$ cat src/design/dsuf_pkg.sv
`timescale 1ns / 1ps
// ----------------------------------------------------------------------------
// dsuf_pkg
// Shared widths, opcodes and controller/datapath interface structs for the
// disjoint-set union-find unit.
// ----------------------------------------------------------------------------
package dsuf_pkg;

    localparam int NODE_W = 11;
    localparam int OP_W   = 2;

    localparam logic [OP_W-1:0] OP_FIND  = 2'd0;
    localparam logic [OP_W-1:0] OP_SIZE  = 2'd1;
    localparam logic [OP_W-1:0] OP_UNITE = 2'd2;

    // register index of element_count
    localparam logic REG_ELEMENT_COUNT = 1'b0;

    // controller -> datapath
    typedef struct packed {
        logic clear_step;   // write identity/one at sweep pointer
        logic load_item;    // capture input transaction
        logic par_rd_q;     // parent read address from last parent data
        logic halve;        // parent[node] <= grandparent, node <= grandparent
        logic save_r1;      // keep first root, start walk from node_b
        logic size_rd_r1;   // size read address from first root
        logic res_plain;    // result = node and its size
        logic save_s1;      // keep size of first root
        logic join_sizes;   // pick larger root, write summed size
        logic link;         // hang smaller root, clear its size, count merge
    } dp_cmd_t;

    // datapath -> controller
    typedef struct packed {
        logic item_bad;
        logic is_root;
        logic is_unite;
        logic roots_equal;
        logic clear_done;
    } dp_status_t;

endpackage

$ cat src/design/dsuf_ctrl.sv
`timescale 1ns / 1ps
// ----------------------------------------------------------------------------
// dsuf_ctrl
// Sequencer: table sweep, root walks with halving, size lookup and unite.
// ----------------------------------------------------------------------------
module dsuf_ctrl (
    input  logic                 clk,
    input  logic                 rst_n,
    input  logic                 in_valid,
    output logic                 in_ready,
    input  logic                 cfg_we,
    input  logic                 out_free,
    output logic                 out_push,
    input  dsuf_pkg::dp_status_t status,
    output dsuf_pkg::dp_cmd_t    cmd
);
    import dsuf_pkg::*;

    typedef enum logic [3:0] {
        ST_CLEAR, ST_IDLE, ST_RD_P, ST_CK_P, ST_CK_GP,
        ST_SZ, ST_U1, ST_U2, ST_U3, ST_DONE
    } state_t;

    state_t state_reg, state_next;
    logic   phase_b_reg, phase_b_next;

    always_comb
    begin
        state_next   = state_reg;
        phase_b_next = phase_b_reg;
        cmd          = '0;
        in_ready     = 1'b0;
        out_push     = 1'b0;
        unique case (state_reg)
            ST_CLEAR:
            begin
                cmd.clear_step = 1'b1;
                if (status.clear_done)
                    state_next = ST_IDLE;
            end
            ST_IDLE:
            begin
                in_ready = 1'b1;
                if (in_valid)
                begin
                    cmd.load_item = 1'b1;
                    phase_b_next  = 1'b0;
                    state_next    = status.item_bad ? ST_DONE : ST_RD_P;
                end
            end
            ST_RD_P:
            begin
                state_next = ST_CK_P;
            end
            ST_CK_P:
            begin
                cmd.par_rd_q = 1'b1;
                if (status.is_root)
                begin
                    if (status.is_unite && !phase_b_reg)
                    begin
                        cmd.save_r1  = 1'b1;
                        phase_b_next = 1'b1;
                        state_next   = ST_RD_P;
                    end
                    else if (status.is_unite && !status.roots_equal)
                    begin
                        cmd.size_rd_r1 = 1'b1;
                        state_next     = ST_U1;
                    end
                    else
                    begin
                        state_next = ST_SZ;
                    end
                end
                else
                begin
                    state_next = ST_CK_GP;
                end
            end
            ST_CK_GP:
            begin
                cmd.halve    = 1'b1;
                cmd.par_rd_q = 1'b1;
                state_next   = ST_CK_P;
            end
            ST_SZ:
            begin
                cmd.res_plain = 1'b1;
                state_next    = ST_DONE;
            end
            ST_U1:
            begin
                cmd.save_s1 = 1'b1;
                state_next  = ST_U2;
            end
            ST_U2:
            begin
                cmd.join_sizes = 1'b1;
                state_next     = ST_U3;
            end
            ST_U3:
            begin
                cmd.link   = 1'b1;
                state_next = ST_DONE;
            end
            ST_DONE:
            begin
                if (out_free)
                begin
                    out_push   = 1'b1;
                    state_next = ST_IDLE;
                end
            end
            default:
            begin
                state_next = ST_CLEAR;
            end
        endcase
        if (cfg_we)
            state_next = ST_CLEAR;
    end

    always_ff @(posedge clk or negedge rst_n)
    begin
        if (!rst_n)
        begin
            state_reg   <= ST_CLEAR;
            phase_b_reg <= 1'b0;
        end
        else
        begin
            state_reg   <= state_next;
            phase_b_reg <= phase_b_next;
        end
    end

endmodule

$ cat config.mk
export PLATFORM = sky130hd
export DESIGN_NAME = dsuf_ctrl
export DESIGN_NICKNAME = d
export VERILOG_FILES = /design/src/design/dsuf_pkg.sv /design/src/design/dsuf_ctrl.sv
export SDC_FILE = /design/constraint.sdc
export NUM_CORES = 1
export LEC_CHECK = 0
export BUFFER_PORTS_ARGS = -buffer_cell sky130_fd_sc_hd__buf_2
export CORE_AREA = 2 2 39 41
export DETAILED_ROUTE_END_ITERATION = 8
export DIE_AREA = 0 0 41 43
export GPL_TIMING_DRIVEN = 0
export PLACE_DENSITY = 0.71
export SETUP_SLACK_MARGIN = 0.15
export SLEW_MARGIN = 25
export SYNTH_ARGS = -nofsm -noshare
export SYNTH_HDL_FRONTEND = slang
export SYNTH_SLANG_ARGS = --single-unit
$ cat constraint.sdc
create_clock -name clk -period 2.65 [get_ports clk]
set_input_delay 0.1325 -clock clk [delete_from_list [all_inputs] [get_ports clk]]
set_output_delay 0.1325 -clock clk [all_outputs]
set_load 0.01 [all_outputs]
==> impl_table.tex, run 1 <==
\begin{tabular}{lr}
\hline
Metric & Value \\
\hline
\multicolumn{2}{l}{\textbf{Outcome}} \\
Status & completed \\
\multicolumn{2}{l}{\textbf{Pwr}} \\
Power per cell area & 696.1 nW/um2 \\
Worst IR Drop VDD & 450.8 uV \\
Static Leak & 0.3067 nW \\
Tot Pwr & 0.0004477 W \\
\multicolumn{2}{l}{\textbf{Clock network}} \\
Buffer cell driving the clock tree root & sky130\_fd\_sc\_hd\_\_clkbuf\_4 \\
Clock tree from TritonCTS & yes \\
Cts bufs inserted & 3 \\
Post-cts repair resize count & 0 \\
Worst skew pair latency & 0.24 ns \\
H-tree levels & 1 \\
Post-CTS clock slew at the launch and capture registers of the worst setup and hold paths & 0.05 ns \\
Number of setup buffers added after CTS & 0 \\
TritonCTS Sinks & 5 \\
Count of hold buffers inserted by post-cts repair & 1 \\
Clock Path Buffers & 2 \\
\multicolumn{2}{l}{\textbf{Placed design}} \\
Count of input and output buffers & 21 \\
Sum of net half-perimeters after detailed placement & 861.1 um \\
Routability Congestion & 0.7914 \\
\multicolumn{2}{l}{\textbf{Global routing}} \\
Total grt overflow & 0 \\
Total global routing track utilization & 0.1581 \\
Number of global-route vias before repair & 441 \\
Initial antenna violation count & 0 \\
Largest net degree at the start of global routing & 11 \\
Global-route wire length before repair & 1.959 mm \\
\multicolumn{2}{l}{\textbf{Routing}} \\
TritonRoute pass-1 iters & 5 \\
Routed via count & 518 \\
Final Routed Wirelength & 1.152 mm \\
Count of nets left with antenna violations after detail routing & 0 \\
DRC violations left & 0 \\
Via density & 5.078 \\
Final routed wire length divided by cell count & 11.29 um \\
Violation count after the first detailed-route iteration & 15 \\
\multicolumn{2}{l}{\textbf{Logic synthesis}} \\
Proportion of register bits with asynchronous set or reset after synthesis & 1.000 \\
Most instantiated flip-flop cell in the synthesis netlist & sky130\_fd\_sc\_hd\_\_dfrtp\_1 \\
Number of enable flip-flop cells after synthesis & 0 \\
Synth Warn \# & 0 \\
Unique cell type count in the Yosys netlist & 31 \\
Post-synth net total & 70 \\
Most frequent cell after synthesis & sky130\_fd\_sc\_hd\_\_nor3\_1 \\
Area of the mapped netlist & 481.7 um2 \\
Share of synthesized area occupied by flip-flops and latches & 0.2597 \\
Flops \& latches, synth & 5 \\
Portion of synthesized cell area occupied by the leading cell type & 0.2597 \\
Synth Area per Inst & 8.029 um2 \\
Library cell occupying the most area in the post-synthesis netlist & sky130\_fd\_sc\_hd\_\_dfrtp\_1 \\
Cells after Synth & 60 \\
Synth area leaders & sky130\_fd\_sc\_hd\_\_dfrtp\_1 (26\%), sky130\_fd\_sc\_hd\_\_nor3\_1 (8.3\%), sky130\_fd\_sc\_hd\_\_buf\_6 (7.0\%) \\
Synth top cells by count & sky130\_fd\_sc\_hd\_\_nor3\_1 (8), sky130\_fd\_sc\_hd\_\_nor2\_1 (7), sky130\_fd\_sc\_hd\_\_dfrtp\_1 (5) \\
\multicolumn{2}{l}{\textbf{Layout}} \\
Layout Nets & 97 \\
Antenna fix cells & 0 \\
Layout cell share with drive strength beyond 1 & 0.3837 \\
Max FFs per register & 4 \\
Layout overhead on the synthesized area & 33.51\% \\
\multicolumn{2}{l}{\textbf{Critical path}} \\
Critical path fanouts, max & 10 \\
Arrival time of the worst setup path & 1.54 ns \\
Slowest cell delay on critical path & 0.43 ns \\
Required time worst endpoint & 2.52 ns \\
CP Cell Sequence & buf\_6 -> nand3\_1 -> nor3\_1 -> nand2\_1 -> nor3\_1 -> buf\_2 \\
Type of the worst setup path & register to output port \\
Cell mode on critical path & sky130\_fd\_sc\_hd\_\_nor3\_1 \\
Kind of launch point of the worst setup path & register \\
Cell with the largest stage delay on the worst path & sky130\_fd\_sc\_hd\_\_dfrtp\_1 \\
Critical path endpoint category & output port \\
\multicolumn{2}{l}{\textbf{Floorplan}} \\
Die span in x & 41 um \\
Overall die area & 1763 um2 \\
Vertical extent of the die & 43 um \\
Placeable core region & 1384 um2 \\
Floorplan row count & 14 \\
Number of ports placed on the die boundary & 22 \\
Starting Density & 0.3481 \\
\multicolumn{2}{l}{\textbf{STA}} \\
Worst slew slack as a fraction of its limit & 0.8180 \\
Final period utilization & 0.6327 \\
Maximum operating frequency & 0.5964 GHz \\
Number of failing setup endpoints in the final timing report & 0 \\
Final Hold Vio Count & 0 \\
Pins over their slew limit & 0 \\
Post-layout minimum cycle time & 1.677 ns \\
Total Negative Setup Slacks & 0 ns \\
RSZ-0062 raised after global routing & false \\
Worst clock skew & 0.005811 ns \\
Worst Max-Slew Pin Slew & 0.2705 ns \\
\multicolumn{2}{l}{\textbf{Min path}} \\
Hold crit path type & input port to register \\
\multicolumn{2}{l}{\textbf{Job}} \\
\# Max-Cap Violations & 0 \\
\hline
\end{tabular}
==> layer usage <==
| layer | GRT usage | share of wire | vias to the layer above |
|---|---|---|---|
| met3 | 0.04712 | 0.062 | 0 |
| met2 | 0.2031 | 0.43 | 16 |
| li1 | - | - | 275 |
| met5 | 0 | 0 | - |
| met4 | 0.04000 | 0 | 0 |
| met1 | 0.2500 | 0.50 | 227 |
==> worst paths after layout <==
| kind | cells past startpoint | start | slack, ns | endpoint |
|---|---|---|---|---|
| setup / recovery | 6 | state_reg[0] | 0.97 | cmd[4] |
| hold / removal | 2 | cfg_we | 0.12 | state_reg[0] |
| setup reg to reg | 4 | state_reg[0] | 1.11 | state_reg[3] |
| hold reg to reg | 2 | phase_b_reg | 0.62 | phase_b_reg |
| max in group asynchronous | 2 | rst_n | 2.28 | state_reg[1] |
| min in group asynchronous | 2 | rst_n | 0.23 | state_reg[3] |
==> layout by cell type (no fill, tap or decap), types with 2 or more instances in the layout <==
master / count
sky130_fd_sc_hd__nor2_1: 7
sky130_fd_sc_hd__buf_2: 21
sky130_fd_sc_hd__o21ai_0: 2
sky130_fd_sc_hd__inv_1: 4
sky130_fd_sc_hd__nor3_1: 8
sky130_fd_sc_hd__clkbuf_4: 3
sky130_fd_sc_hd__o22ai_1: 2
sky130_fd_sc_hd__a21oi_1: 4
sky130_fd_sc_hd__dfrtp_1: 5
sky130_fd_sc_hd__nor4_1: 2
sky130_fd_sc_hd__nand2b_1: 2
sky130_fd_sc_hd__buf_6: 3
==> worst max-delay path, delay by kind of cell (launching register included) <==
kind,cells,cell delay [ns]
simple gates,4,0.55
flops,1,0.43
buf+inv,2,0.32
==> logic make-up (layout without fill, tap and decap cells) <==
kind of cell | after synthesis | after routing | share of synthesized area
and+or+nand+nor | 32 | 32 | 0.4104
buffers and inverters | 8 | 34 | 0.1169
muxes | 1 | 1 | 0.02078
DFF | 5 | 5 | 0.2597
AOI/OAI and AO/OA | 14 | 14 | 0.1922
==> power by group <==
part / switching, W / internal, W / total, W
registers: 0.0000178 / 0.0000911 / 0.000109
clock network: 0.0000328 / 0.0000570 / 0.0000898
logic: 0.000130 / 0.000119 / 0.000249
total: 0.000181 / 0.000267 / 0.000448
==> layout make-up <==
class,instances,area [um2]
Tap cell,16,20.02
Inverter,4,15.01
Buffer,4,41.29
Clock buffer,4,26.28
Sequential cell,5,125.1
Fill cell,138,740.7
Timing Repair Buffer,22,115.1
Multi-Input combinational cell,47,300.3
==> stage by stage <==
| stage | instance area, um2 | instances | hold slack (ns) | setup WS [ns] | utilization |
|---|---|---|---|---|---|
| 2_1_floorplan | 481.7 | 60 | -0.1631 | 1.176 | - |
| 3_3_place_gp | 606.8 | 97 | -0.05039 | 1.113 | 0.4385 |
| 3_5_place_dp | 606.8 | 97 | -0.04658 | 1.113 | 0.4385 |
| 4_1_cts | 643.1 | 102 | 0.1195 | 0.9588 | 0.4647 |
| 5_1_grt | 643.1 | 102 | 0.1392 | 0.8540 | 0.4647 |
| 6_report | 643.1 | 102 | 0.1220 | 0.9733 | 0.4647 |
Power figures use the tool's default switching activity.
==> inputs of run 2 (changes only) <==
PLACE_DENSITY = 0.74   (was 0.71)
clock period = 1.4 ns   (was 2.65 ns; I/O delays follow)
==> run 2 against run 1 <==
  * The run now ends with setup timing left
  * Power grew to 2.6 times the previous value
  * Non-clock buffer count grew 11
  * Sequential power grew 93%
  * Hold slack lost 0.052 ns
  * Core utilization grew 17 points
  * Clock power grew 88%
  * First-iteration DRC count shrank 40%
  * Global-route usage grew 4.2 points
  * Cell count grew 11%
  * Combinational power grew to 3.1 times the previous value
  * Highest routed layer is now met4
==> impl_table.tex, run 2 (synthesized netlist as in run 1, its figures left out) <==
\begin{tabular}{lr}
\hline
Metric & Value \\
\hline
\multicolumn{2}{l}{\textbf{Pwr}} \\
Switching share of power & 0.4134 (was 0.4041) \\
Static Leak & 0.4014 nW (was 0.3067 nW) \\
Tot Pwr & 0.001151 W (was 0.0004477 W) \\
Internal power summed over all cells & 0.0006753 W (was 0.0002667 W) \\
Part of the power in combinational logic & 0.671 (was 0.556) \\
Switching Power & 0.0004760 W (was 0.0001809 W) \\
Worst IR Drop VDD & 729.9 uV (was 450.8 uV) \\
Sequential fraction of design power & 0.183 (was 0.243) \\
Power per cell area & 1301 nW/um2 (was 696.1 nW/um2) \\
Clk network pwr share & 0.146 (was 0.201) \\
\multicolumn{2}{l}{\textbf{Critical path}} \\
Slowest cell delay on critical path & 0.50 ns (was 0.43 ns) \\
Worst flop-to-flop path startpoint & state\_reg[0] (unchanged) \\
Kind of launch point of the worst setup path & register (unchanged) \\
CP Cell Sequence & buf\_6 -> or2b\_4 -> or4\_1 -> o21ai\_1 (was buf\_6 -> nand3\_1 -> nor3\_1 -> nand2\_1 -> nor3\_1 -> buf\_2) \\
Capturing point of the worst reg2reg path & state\_reg[3] (unchanged) \\
Critical path fanouts, max & 4 (was 10) \\
Cell with the largest stage delay on the worst path & sky130\_fd\_sc\_hd\_\_or4\_1 (was sky130\_fd\_sc\_hd\_\_dfrtp\_1) \\
Type of the worst setup path & register to register (was register to output port) \\
Arrival time of the worst setup path & 1.65 ns (was 1.54 ns) \\
Critical path endpoint category & register (was output port) \\
Length in cells of the worst reg-to-reg path & 4 (unchanged) \\
Required time worst endpoint & 1.56 ns (was 2.52 ns) \\
Reg2Reg Setup Slack & -0.09 ns (was 1.11 ns) \\
\multicolumn{2}{l}{\textbf{Clock network}} \\
Clock Path Buffers & 2 (unchanged) \\
Buffer cell driving the clock tree root & sky130\_fd\_sc\_hd\_\_clkbuf\_4 (unchanged) \\
TritonCTS Sinks & 5 (unchanged) \\
Cts bufs inserted & 3 (unchanged) \\
H-tree levels & 1 (unchanged) \\
Clock tree from TritonCTS & yes (unchanged) \\
Worst skew pair latency & 0.24 ns (about the same) \\
Post-CTS clock slew at the launch and capture registers of the worst setup and hold paths & 0.04 ns (was 0.05 ns) \\
\multicolumn{2}{l}{\textbf{STA}} \\
Worst clock skew & 0.001408 ns (was 0.005811 ns) \\
Number of failing setup endpoints in the final timing report & 12 (was 0) \\
Post-layout minimum cycle time & 1.491 ns \\
Worst slew slack as a fraction of its limit & 0.7687 (was 0.8180) \\
Worst Setup Slack, final & -0.09141 ns (was 0.9733 ns) \\
Maximum operating frequency & 0.6705 GHz \\
RSZ-0062 raised after global routing & true (was false) \\
Worst Max-Slew Pin Slew & 0.3438 ns (was 0.2705 ns) \\
Final Hold Vio Count & 0 (unchanged) \\
Pins over their slew limit & 0 (unchanged) \\
Final period utilization & 1.065 \\
\multicolumn{2}{l}{\textbf{Min path}} \\
WHS Path Cells & 2 (unchanged) \\
Launch instance of the worst min-delay path & cfg\_we (unchanged) \\
Hold endpoint & state\_reg[0] (unchanged) \\
Hold crit path type & input port to register (unchanged) \\
\multicolumn{2}{l}{\textbf{Job}} \\
\# Max-Cap Violations & 0 (unchanged) \\
\multicolumn{2}{l}{\textbf{Floorplan}} \\
Die span in x & 41 um (unchanged) \\
Number of ports placed on the die boundary & 22 (unchanged) \\
Placeable core region & 1384 um2 (unchanged) \\
Vertical extent of the die & 43 um (unchanged) \\
Overall die area & 1763 um2 (unchanged) \\
Floorplan row count & 14 (unchanged) \\
Starting Density & 0.3481 (unchanged) \\
\multicolumn{2}{l}{\textbf{Routing}} \\
Violation count after the first detailed-route iteration & 9 (was 15) \\
TritonRoute pass-1 iters & 4 (was 5) \\
Final routed wire length divided by cell count & 14.80 um (was 11.29 um) \\
DRC violations left & 0 (unchanged) \\
Via density & 5.575 (was 5.078) \\
Routed via count & 630 (was 518) \\
Final Routed Wirelength & 1.672 mm (was 1.152 mm) \\
Count of nets left with antenna violations after detail routing & 0 (unchanged) \\
\multicolumn{2}{l}{\textbf{Global routing}} \\
Global-route wire length before repair & 2.366 mm (was 1.959 mm) \\
Total global routing track utilization & 0.2000 (was 0.1581) \\
Number of global-route vias before repair & 556 (was 441) \\
Largest net degree at the start of global routing & 11 (unchanged) \\
Total grt overflow & 0 (unchanged) \\
Initial antenna violation count & 0 (unchanged) \\
\multicolumn{2}{l}{\textbf{Placed design}} \\
Sum of net half-perimeters after detailed placement & 917.3 um (was 861.1 um) \\
Placed Cells incl. Taps & 97 (unchanged) \\
Count of input and output buffers & 21 (unchanged) \\
Routability Congestion & 0.7850 (was 0.7914) \\
\multicolumn{2}{l}{\textbf{Layout}} \\
Layout cell share with drive strength beyond 1 & 0.6804 (was 0.3837) \\
Max FFs per register & 4 (unchanged) \\
Most common library cell in the layout ignoring fill and taps & sky130\_fd\_sc\_hd\_\_buf\_2 (unchanged) \\
Fillcell total & 114 (was 138) \\
Layout overhead on the synthesized area & 83.64\% (was 33.51\%) \\
Commonest non-fill, non-tap cells in the layout & sky130\_fd\_sc\_hd\_\_buf\_2 (20), sky130\_fd\_sc\_hd\_\_buf\_4 (8), sky130\_fd\_sc\_hd\_\_buf\_6 (7) (was sky130\_fd\_sc\_hd\_\_buf\_2 (21), sky130\_fd\_sc\_hd\_\_nor3\_1 (8), sky130\_fd\_sc\_hd\_\_nor2\_1 (7)) \\
Layout Nets & 108 (was 97) \\
Antenna fix cells & 0 (unchanged) \\
Finished Layout Cells & 113 (was 102) \\
\multicolumn{2}{l}{\textbf{Outcome}} \\
Failing checks & setup timing \\
Status & finished, violations left (was completed) \\
\hline
\end{tabular}
run 2: changes by cell type in the layout (fill, tap and decap cells not counted), sizes merged:
| cell | delta |
|---|---|
| inv | -1 |
| clkinvlp | +1 |
| buf | +11 |
run 2: how the worst max path moves through the flow:
stage	end	cells after the start	slack, ns	start
6_report	state_reg[3]	4	-0.09	state_reg[0]
5_1_grt	state_reg[2]	4	-0.13	state_reg[1]
4_1_cts	cmd[4]	6	-0.06	state_reg[0]
3_5_place_dp	state_reg[2]	4	-0.16	state_reg[1]
3_3_place_gp	state_reg[2]	4	-0.14	state_reg[1]
2_1_floorplan	state_reg[2]	4	-0.07	state_reg[1]
run 2: power by group through the flow:
stage	Combinational [W]	Clock [W]	Sequential, W
3_5_place_dp	0.000465	0	0.000210
2_1_floorplan	0.000356	0	0.000200
4_1_cts	0.000628	0.000174	0.000209
6_report	0.000773	0.000169	0.000210
3_3_place_gp	0.000461	0	0.000208
5_1_grt	0.000823	0.000179	0.000214
run 2: worst max-delay path, delay by kind of cell, from the launching register on:
family                 cells  cell delay [ns]
AO/OA/AOI/OAI              1             0.11
AND/OR/NAND/NOR            2             0.78
buffers and inverters      1             0.12
flip-flops                 1             0.40
run 2: routing by layer:
layer  wire (um)  global-route usage  up-vias
met4          23              0.1000        0
li1            -                   -      296
met1         709              0.2623      308
met3          77             0.04712        4
met2         861              0.2938       22
met5           0                   0        -
run 2: area by class of cell:
| class | instances | area [um2] | area share |
|---|---|---|---|
| buffer | 4 | 45.04 | 0.05092 |
| tap | 16 | 20.02 | 0.02263 |
| sequential | 5 | 127.6 | 0.1443 |
| multi-input combinational | 47 | 422.9 | 0.4781 |
| clock buffer | 4 | 26.28 | 0.02970 |
| timing repair buffer | 33 | 224.0 | 0.2532 |
| inverter | 4 | 18.77 | 0.02122 |
run 2: stage by stage:
stage                       util  hold WS (ns)  cell area (um2)  TNS (ns)  setup WS, ns
final                     0.6392       0.06991            884.6   -0.5320      -0.09141
after floorplan                -       -0.2256            481.7   -0.2119      -0.07097
after CTS                 0.5759       0.04704            797.0   -0.3819      -0.06076
after global routing      0.6392       0.07251            884.6    -1.303       -0.1339
after detailed placement  0.4385       -0.1110            606.8   -0.3805       -0.1572
after global placement    0.4385       -0.1143            606.8   -0.2941       -0.1385
run 2: what timing repair did:
| action | CTS | global route |
|---|---|---|
| endpoints found under the hold margin | 5 | 0 |
| pin swaps | 8 | 9 |
| setup endpoints to repair | 15 | 17 |
| hold buffers | 1 | 0 |
| gates resized for setup | 19 | 14 |
| buffers inserted | 9 | 2 |
==> inputs of run 3 (changes only) <==
ABC_AREA = 1   (was unset)
PLACE_DENSITY = 0.73   (was 0.74)
SLEW_MARGIN = unset   (was 25)
==> run 3 against run 2 <==
  * The flow now finishes without violations
  * Maximum frequency increased by 10%
  * Clock power decreased by 6%
  * Wire length decreased by 15%
  * Sequential power increased by 21%
  * Highest routed layer unchanged
  * Die area unchanged
==> impl_table.tex, run 3 <==
\begin{tabular}{lr}
\hline
Metric & Value \\
\hline
\multicolumn{2}{l}{\textbf{STA}} \\
RSZ-0062 raised after global routing & true (unchanged) \\
Pins over their slew limit & 0 (unchanged) \\
Maximum operating frequency & 0.7398 GHz (was 0.6705 GHz) \\
Final Hold Vio Count & 0 (unchanged) \\
Worst Max-Slew Pin Slew & 0.2337 ns (was 0.3438 ns) \\
Post-layout minimum cycle time & 1.352 ns (was 1.491 ns) \\
Worst slew slack as a fraction of its limit & 0.8436 (was 0.7687) \\
Number of failing setup endpoints in the final timing report & 0 (was 12) \\
Final period utilization & 0.9655 (was 1.065) \\
Total Negative Setup Slacks & 0 ns (was -0.5320 ns) \\
Worst clock skew & 0.002254 ns (was 0.001408 ns) \\
Hold slack final & 0.1331 ns (was 0.06991 ns) \\
\multicolumn{2}{l}{\textbf{Floorplan}} \\
Number of ports placed on the die boundary & 22 (unchanged) \\
Vertical extent of the die & 43 um (unchanged) \\
Placeable core region & 1384 um2 (unchanged) \\
Starting Density & 0.3418 (was 0.3481) \\
Die span in x & 41 um (unchanged) \\
Overall die area & 1763 um2 (unchanged) \\
Floorplan row count & 14 (unchanged) \\
\multicolumn{2}{l}{\textbf{Logic synthesis}} \\
Most instantiated flip-flop cell in the synthesis netlist & sky130\_fd\_sc\_hd\_\_dfrtp\_1 (unchanged) \\
Post-synth net total & 92 (was 70) \\
Area of the mapped netlist & 473.0 um2 (was 481.7 um2) \\
Cells after Synth & 82 (was 60) \\
Flops \& latches, synth & 5 (unchanged) \\
Most frequent cell after synthesis & sky130\_fd\_sc\_hd\_\_nor2\_1 (was sky130\_fd\_sc\_hd\_\_nor3\_1) \\
Unique cell type count in the Yosys netlist & 19 (was 31) \\
Number of enable flip-flop cells after synthesis & 0 (unchanged) \\
Proportion of register bits with asynchronous set or reset after synthesis & 1.000 (unchanged) \\
Share of synthesized area occupied by flip-flops and latches & 0.2646 (was 0.2597) \\
Library cell occupying the most area in the post-synthesis netlist & sky130\_fd\_sc\_hd\_\_dfrtp\_1 (unchanged) \\
Synth area leaders & sky130\_fd\_sc\_hd\_\_dfrtp\_1 (26\%), sky130\_fd\_sc\_hd\_\_nor2\_1 (14\%), sky130\_fd\_sc\_hd\_\_nand2\_1 (13\%) (was sky130\_fd\_sc\_hd\_\_dfrtp\_1 (26\%), sky130\_fd\_sc\_hd\_\_nor3\_1 (8.3\%), sky130\_fd\_sc\_hd\_\_buf\_6 (7.0\%)) \\
Synth Area per Inst & 5.768 um2 (was 8.029 um2) \\
Synth top cells by count & sky130\_fd\_sc\_hd\_\_nor2\_1 (18), sky130\_fd\_sc\_hd\_\_nand2\_1 (16), sky130\_fd\_sc\_hd\_\_inv\_1 (14) (was sky130\_fd\_sc\_hd\_\_nor3\_1 (8), sky130\_fd\_sc\_hd\_\_nor2\_1 (7), sky130\_fd\_sc\_hd\_\_dfrtp\_1 (5)) \\
Synth Warn \# & 0 (unchanged) \\
Portion of synthesized cell area occupied by the leading cell type & 0.2646 (was 0.2597) \\
\multicolumn{2}{l}{\textbf{Layout}} \\
Layout cell share with drive strength beyond 1 & 0.5172 (was 0.6804) \\
Layout overhead on the synthesized area & 66.40\% (was 83.64\%) \\
Area of the multi-input gates & 347.8 um2 (was 422.9 um2) \\
Antenna fix cells & 0 (unchanged) \\
Area taken by flip-flops and latches & 130.1 um2 (was 127.6 um2) \\
Commonest non-fill, non-tap cells in the layout & sky130\_fd\_sc\_hd\_\_buf\_2 (20), sky130\_fd\_sc\_hd\_\_nand2\_1 (14), sky130\_fd\_sc\_hd\_\_nor2\_1 (12), sky130\_fd\_sc\_hd\_\_inv\_1 (12), sky130\_fd\_sc\_hd\_\_inv\_2 (7) (was sky130\_fd\_sc\_hd\_\_buf\_2 (20), sky130\_fd\_sc\_hd\_\_buf\_4 (8), sky130\_fd\_sc\_hd\_\_buf\_6 (7)) \\
Max FFs per register & 4 (unchanged) \\
Layout Nets & 127 (was 108) \\
Fillcell total & 131 (was 114) \\
Most common library cell in the layout ignoring fill and taps & sky130\_fd\_sc\_hd\_\_buf\_2 (unchanged) \\
\multicolumn{2}{l}{\textbf{Pwr}} \\
Worst IR Drop VDD & 945.3 uV (was 729.9 uV) \\
Power per cell area & 1484 nW/um2 (was 1301 nW/um2) \\
Static Leak & 0.4510 nW (was 0.4014 nW) \\
\multicolumn{2}{l}{\textbf{Placed design}} \\
Count of input and output buffers & 21 (unchanged) \\
Routability Congestion & 0.8663 (was 0.7850) \\
Sum of net half-perimeters after detailed placement & 988.4 um (was 917.3 um) \\
\multicolumn{2}{l}{\textbf{Routing}} \\
DRC violations left & 0 (unchanged) \\
TritonRoute pass-1 iters & 4 (unchanged) \\
Final routed wire length divided by cell count & 10.80 um (was 14.80 um) \\
Count of nets left with antenna violations after detail routing & 0 (unchanged) \\
Violation count after the first detailed-route iteration & 9 (unchanged) \\
Routed via count & 629 (was 630) \\
Via density & 4.765 (was 5.575) \\
Final Routed Wirelength & 1.426 mm (was 1.672 mm) \\
\multicolumn{2}{l}{\textbf{Clock network}} \\
Clock Path Buffers & 2 (unchanged) \\
Clock tree from TritonCTS & yes (unchanged) \\
Worst skew pair latency & 0.23 ns (was 0.24 ns) \\
H-tree levels & 1 (unchanged) \\
Buffer cell driving the clock tree root & sky130\_fd\_sc\_hd\_\_clkbuf\_4 (unchanged) \\
TritonCTS Sinks & 5 (unchanged) \\
Post-CTS clock slew at the launch and capture registers of the worst setup and hold paths & 0.04 ns (about the same) \\
Cts bufs inserted & 3 (unchanged) \\
\multicolumn{2}{l}{\textbf{Global routing}} \\
Number of global-route vias before repair & 534 (was 556) \\
Global-route wire length before repair & 2.001 mm (was 2.366 mm) \\
Total global routing track utilization & 0.1697 (was 0.2000) \\
Initial antenna violation count & 0 (unchanged) \\
Total grt overflow & 0 (unchanged) \\
Largest net degree at the start of global routing & 7 (was 11) \\
\multicolumn{2}{l}{\textbf{Critical path}} \\
Critical path fanouts, max & 5 (was 4) \\
Type of the worst setup path & register to output port (was register to register) \\
Arrival time of the worst setup path & 1.28 ns (was 1.65 ns) \\
Required time worst endpoint & 1.33 ns (was 1.56 ns) \\
Critical path endpoint category & output port (was register) \\
Kind of launch point of the worst setup path & register (unchanged) \\
\multicolumn{2}{l}{\textbf{Job}} \\
\# Max-Cap Violations & 0 (unchanged) \\
\multicolumn{2}{l}{\textbf{Min path}} \\
Hold crit path type & input port to register (unchanged) \\
\multicolumn{2}{l}{\textbf{Outcome}} \\
Status & completed (was finished, violations left) \\
\hline
\end{tabular}
run 3: critical path, stage by stage, from the launching register on:
cell	delay, ns
sky130_fd_sc_hd__dfrtp_2	0.43
sky130_fd_sc_hd__inv_2	0.10
sky130_fd_sc_hd__nor2_4	0.15
sky130_fd_sc_hd__nand2_2	0.12
sky130_fd_sc_hd__nor2_4	0.12
sky130_fd_sc_hd__buf_2	0.14
run 3: stage by stage:
stage	setup slack [ns]	instances	util	area (um2)	power, W
global route	-0.03931	132	0.5687	787.0	0.001273
floorplan	0.2257	82	-	473.0	0.0005856
detailed placement	0.1727	119	0.4322	598.1	0.0007227
finish	0.04836	132	0.5687	787.0	0.001168
CTS	0.01952	129	0.5027	695.7	0.0009688
global placement	0.1738	119	0.4322	598.1	0.0007209
run 3: cell type report:
cell class	instances	share of cell area
clock buffers	4	0.03339
inverters	19	0.09062
multi-input cells	58	0.4420
flip-flops and latches	5	0.1653
well taps	16	0.02544
repair buffers	30	0.2432
run 3: power breakdown:
group / internal, W / switching (W) / leakage (nW) / total, W
logic: 0.000323 / 0.000431 / 0.376 / 0.000754
clock network: 0.000107 / 0.0000518 / 0.0150 / 0.000159
registers: 0.000191 / 0.0000634 / 0.0601 / 0.000255
total: 0.000622 / 0.000546 / 0.451 / 0.00117
run 3: repair_timing:
action | 4_1_cts | 5_1_grt
buffers inserted | 4 | 3
hold buffers | 2 | 0
endpoints found under the setup margin | 10 | 16
pin swaps | 2 | 4
endpoints found under the hold margin | 6 | 0
gates resized for setup | 8 | 19
run 3: kinds of logic after synthesis:
logic type	count (synthesis)	share of synthesized area
AOI/OAI and AO/OA	7	0.07935
buffers and inverters	19	0.1508
and+or+nand+nor	51	0.5053
DFF	5	0.2646
run 3: metal layers:
metal  GRT usage  part of all wire
met5           0                 0
met4      0.1400             0.015
met3     0.03141             0.038
met2      0.2469              0.53
met1      0.2033              0.42
run 3: path summary, 6_finish.rpt:
check                             start      endpoint  slack [ns]  cells past startpoint
setup / recovery           state_reg[0]        cmd[8]        0.05                      5
hold / removal                status[2]   phase_b_reg        0.13                      3
setup reg to reg           state_reg[0]  state_reg[3]        0.07                      9
hold reg to reg             phase_b_reg   phase_b_reg        0.58                      2
max in group asynchronous         rst_n  state_reg[3]        1.08                      2
min in group asynchronous         rst_n   phase_b_reg        0.18                      2
